<file path="config.mk">
export PLATFORM = sky130hd
export DESIGN_NAME = scit_mem
export DESIGN_NICKNAME = d
export VERILOG_FILES = /design/src/hw/rtl/scit_pkg.sv /design/src/hw/rtl/scit_mem.sv
export SDC_FILE = /design/constraint.sdc
export NUM_CORES = 2
export LEC_CHECK = 0
export ABC_CLOCK_PERIOD_IN_PS = 14160
export BUFFER_PORTS_ARGS = -buffer_cell sky130_fd_sc_hd__buf_2
export CORE_MARGIN = 4
export CORE_UTILIZATION = 45
export DETAILED_ROUTE_END_ITERATION = 6
export GPL_ROUTABILITY_DRIVEN = 1
export GPL_TIMING_DRIVEN = 1
export PLACE_DENSITY = 0.62
export SETUP_SLACK_MARGIN = 0.15
export SLEW_MARGIN = 20
export SYNTH_ARGS = -nofsm -noshare
export SYNTH_HDL_FRONTEND = slang
export SYNTH_MEMORY_MAX_BITS = 65536
export SYNTH_SLANG_ARGS = --single-unit
</file>
<file path="constraint.sdc">
create_clock -name clk -period 14.16 [get_ports clk]
set_clock_uncertainty 0.1 [all_clocks]
set_input_delay 0 -clock clk [delete_from_list [all_inputs] [get_ports clk]]
set_output_delay 0 -clock clk [all_outputs]
set_load 0.1 [all_outputs]
</file>
<file path="src/hw/rtl/scit_pkg.sv">
// ----------------------------------------------------------------------------
// Cut interval table package
// Shared types, request kinds and sizing constants.
// ----------------------------------------------------------------------------
package scit_pkg;

  localparam int MaxIntervalsDefault = 64;
  localparam int TimeW = 32;

  typedef enum logic [2:0] {
    KIND_CLEAR   = 3'd0,
    KIND_ADD     = 3'd1,
    KIND_LOOKUP  = 3'd2,
    KIND_REMOVE  = 3'd3,
    KIND_RESTORE = 3'd4
  } kind_t;

  typedef enum logic [3:0] {
    ST_IDLE,
    ST_SCAN_REQ,
    ST_SCAN_WAIT,
    ST_SCAN,
    ST_DECIDE,
    ST_SHIFT_REQ,
    ST_SHIFT_WAIT,
    ST_SHIFT_WR,
    ST_INSERT,
    ST_DONE
  } state_t;

  typedef struct packed {
    logic [TimeW-1:0] start;
    logic [TimeW-1:0] stop;
    logic             action;
  } entry_t;

endpackage

</file>
<file path="src/hw/rtl/scit_mem.sv">
// ----------------------------------------------------------------------------
// Cut interval table storage
// One write port and one registered read port over the interval entries.
// ----------------------------------------------------------------------------
module scit_mem #(
  parameter int Depth = scit_pkg::MaxIntervalsDefault,
  localparam int AW = (Depth > 1) ? $clog2(Depth) : 1
) (
  input  logic             clk,
  input  logic             wr_en,
  input  logic [AW-1:0]    wr_addr,
  input  scit_pkg::entry_t wr_data,
  input  logic [AW-1:0]    rd_addr,
  output scit_pkg::entry_t rd_data
);

  scit_pkg::entry_t mem [Depth];

  always_ff @(posedge clk) begin
    if (wr_en) begin
      mem[wr_addr] <= wr_data;
    end
    rd_data <= mem[rd_addr];
  end

endmodule

</file>
==> Word-level counts from Yosys, hierarchy flattened <==
Memory sizes are Yosys's and may differ from the RTL's. A register that Yosys moved wholly into a read port is not among the register bits.
Cells that the tools add are included.
{ "word_totals": {"output_inout_bits": 65, "ramBits": 4160, "latchBits": 0, "mem_bits_ro": 0, "wordCells": 3, "register_bits": 0, "input_bits": 79, "n_memories": 1} }
{ "memory_table": {"columns": ["memory", "words", "width", "read_ports", "rd_clocked_by_memory_dff", "wr", "line_no", "source"], "rows": [
  ["mem", 64, 65, 1, 1, 1, "scit_mem.sv:17", "scit_pkg::entry_t mem [Depth];"]
]} }
{ "classes": {"shifts": 0, "div": 0, "add_sub_neg": 0, "mul": 0, "eq_ne": 0, "order_cmp": 0, "n_reduce_logical": 0, "muxes": 2, "bitwise": 0} }
{ "op_table": {"columns": ["op", "n"], "rows": [
  ["1-bit two-way mux", 2]
]} }

==> Depth between registers and ports, before layout <==
{ "depth": {"word_depth": 2, "mapped_depth": 9, "ltp_nobuf": 4} }

==> Worst setup path after synthesis <==
No wires, ideal clock.
{ "synth_timing": {"path_type": "input to register", "startpoint": "in wr_addr[3]", "endpoint": "mem mem[48][0] (netlist bit), enable pin", "n_path_buf": 1, "path_stages": 4, "setup_slack_ns": 8.554, "arrival_ns": 4.939, "cell_sequence": "clkbuf_1 nor2b_1 nand4b_1 nor3_1"} }
{ "synth_lines": {"columns": ["item", "line_no", "source"], "rows": [
  ["start, declared", "scit_mem.sv:11", "input logic [AW-1:0] wr_addr,"],
  ["end, declared", "scit_mem.sv:17", null]
]} }
Straight into the memory's write port.

==> Worst setup path after layout <==
{ "layout_timing": {"startpoint": "in wr_addr[4]", "endpoint": "mem mem[50][48] (netlist bit), enable pin"} }
Straight into the memory's write port.

==> metrics.md <==
| Metric | Value |
|---|---|
| Status | `finished, final reports clean` |
| Hold Violations, Final | `0` |
| Core box area | `350000 um^2` |
| Initial antenna violation count | `40` |
| Post-synthesis cell count | `6606` |
| Final setup vio count | `0` |
| Hold-fix buffers, CTS | `85` |
| Hold wc startpoint | `wr_data[6]` |
| Pins Over Slew Limit | `0` |
| CTS tree | `yes` |
| Vias | `78505` |
| Period utilization | `31.46%` |
| IR drop worst, VDD | `0.0001121 V` |
| Syn_nets | `6685` |
| Global placement routability congestion | `0.7743` |
| Synth Area per Inst | `23.97 um^2` |
| Area grow syn2layout | `13.66%` |
| First-pass GRT wire length | `640700 um` |
| Vias in the first global route | `77820` |
| Fin crit period | `4.455 ns` |
| Die height | `601.2 um` |
| Post-CTS setup buffers | `0` |
| Reg2Reg Setup Slack | `12.14 ns` |
| Routed Antenna Nets | `0` |
| Reg clk slew, reported paths | `0.06 ns` |
| Largest net degree at the start of global routing | `123` |
| Worst R2R Path Depth | `4` |
| Reg2reg end | `rd_data[0]` |
| Root buffer cell | `clkbuf_16` |
| Hold path cells | `2` |
| Clock buffer depth | `4` |
| Seq/Total Area, Yosys | `79.72%` |
| CTS Buf Count | `422` |
| Skew-Pair Late Insertion Delay | `0.96 ns` |
| Worst path required time | `14.64 ns` |
| Worst hold path type | `input pin to register` |
| Unique cell type count in the Yosys netlist | `27` |
| Pleak | `55.67 nW` |
| Type of origin of the critical path | `input pin` |
| Die ar. | `361400 um^2` |
| Cell Pwr Density | `145.0 nW/um^2` |
| Yosys warns | `0` |
| Crit path max fanout | `33` |
| Max_cap viols | `0` |
| DP Wirelength | `237200 um` |
| Share of cells above drive strength 1 | `27.55%` |
| Peak Freq | `224.5 MHz` |
| GRT Total Usage | `25.40%` |
| Io pins | `144` |
| Sink Count | `4225` |
| Post-Synthesis Cell Area | `158300 um^2` |
| Total power | `26.10 mW` |
| Unrepaired setup endpoints after global routing | `false` |
| Via/cell ratio | `6.492` |
| Htree depth | `5` |
| Hold Path End | `mem[31][6]` |
| GRT Residual Overflow | `0` |
| Final Core Density | `51.42%` |
| Post-route setup TNS | `0 ns` |
| Port Buffers | `143` |
| Num rows | `217` |
| Final nets | `7189` |
| Die W | `601.2 um` |
| Average routed wire per standard cell | `38.44 um` |
| Measured slew at the worst slew-check pin | `1.218 ns` |
| Synthesized flop and latch total | `4225` |
| Critical setup path kind | `input pin to register` |
| Crit path DAT | `4.93 ns` |
| FF-to-FF Start | `mem[39][0]` |
| DR pass1 iterations | `6` |
| CP endpoint kind | `register` |
| Starting density of the core | `45.24%` |
| Post-CTS Resized | `0` |
| 1st-iter DRT viols | `11285` |
| Slew margin rel. | `18.81%` |
| # DRC | `0` |
| WL final | `464800 um` |
==> per-stage QoR <==
stage	cell area [um^2]	instances	hold WS [ns]	worst slack (ns)
floorplan	158300	6606	-0.001131	8.554
global placement	165200	11178	0.4570	9.458
detailed placement	165400	11186	0.4512	9.472
CTS	179600	12054	0.1450	9.849
global route	179900	12076	0.05212	9.644
finish	180000	12093	0.03925	9.705
==> worst max-delay path, stage by stage <==
cell and delay (ns):
dlygate4sd3_1 0.62, buf_2 0.20, nor2b_1 0.24, dlygate4sd3_1 0.58, nand4b_1 0.17, dlygate4sd3_1 0.74
nor2_4 0.72, buf_4 0.95, buf_4 0.61
==> cells in the mapped netlist (all sizes together) <==
cell type / n / area (um^2)
mux4: 1040 / 23420
nand2: 8 / 30.03
nand2b: 9 / 56.30
or2: 2 / 12.51
a211oi: 65 / 488.0
nand4: 2 / 12.51
mux2i: 103 / 1031
o221ai: 46 / 402.9
nand3: 115 / 575.6
nor2b: 9 / 56.30
a22oi: 260 / 1952
and2: 3 / 18.77
nand4b: 1 / 8.760
dfxtp: 65 / 1301
clkbuf: 120 / 450.4
nor2: 112 / 420.4
or3: 3 / 18.77
edfxtp: 4160 / 124900
o22ai: 130 / 813.3
nor3: 2 / 10.01
o211a: 65 / 650.6
or3b: 4 / 35.03
buf: 257 / 1456
nand3b: 25 / 187.7
==> cell type report <==
type | count | area (um^2)
timing repair buffer | 457 | 3869
tap | 4599 | 5754
fill | 26708 | 170000
clock inverter | 238 | 2064
antenna | 25 | 62.56
clock buffer | 545 | 11230
multi-input combinational | 2004 | 30760
sequential | 4225 | 126200
==> where the power goes <==
group | switching (mW) | total [mW] | internal [mW] | leakage [nW]
sequential | 0.0595 | 13.9 | 13.9 | 38.0
combinational | 0.945 | 1.38 | 0.435 | 11.2
clock | 4.71 | 10.8 | 6.11 | 6.45
==> worst max-delay path by stage <==
stage	cells past startpoint	end	from	slack (ns)
floorplan	4	mem[48][0]	wr_addr[3]	8.55
global placement	8	rd_data[45]	rd_addr[0]	9.46
detailed placement	8	rd_data[41]	rd_addr[0]	9.47
CTS	9	rd_data[46]	rd_addr[0]	9.85
global route	9	rd_data[44]	rd_addr[0]	9.64
finish	9	mem[50][48]	wr_addr[4]	9.71
==> layout by cell type, fill, tap and decap left out, drive strengths merged <==
master	synthesis	routed
a211oi	65	65
a22oi	260	260
and2	3	3
buf	257	370
bufinv	0	28
clkbuf	120	545
clkinv	0	184
clkinvlp	0	11
dfxtp	65	65
diode	0	25
dlygate4sd3	0	87
edfxtp	4160	4160
inv	0	15
mux2i	103	103
mux4	1040	1040
nand2	8	8
nand2b	9	9
nand3	115	115
nand3b	25	25
nand4	2	2
nand4b	1	1
nor2	112	112
nor2b	9	9
nor3	2	2
o211a	65	65
o221ai	46	46
o22ai	130	130
or2	2	2
or3	3	3
or3b	4	4
==> cell families after synthesis <==
logic type             count (synthesis)  share of synthesized area (%)
flip-flops                          4225                          79.72
multiplexers                        1143                          15.44
AO/OA/AOI/OAI                        566                          2.720
buffers and inverters                377                          1.204
AND/OR/NAND/NOR                      295                         0.9111
==> metal layers <==
layer	vias to the layer above	wire (um)	global-route usage (%)
li1	29784	-	-
met1	43018	175400	35.44
met2	4818	224600	40.58
met3	869	47640	5.028
met4	16	17080	8.295
met5	-	147	0.1057
==> state kept, by name, indices dropped and copies added (netlist names) <==
register	count
mem	4160
rd_data	65
Power figures use the tool's default switching activity.
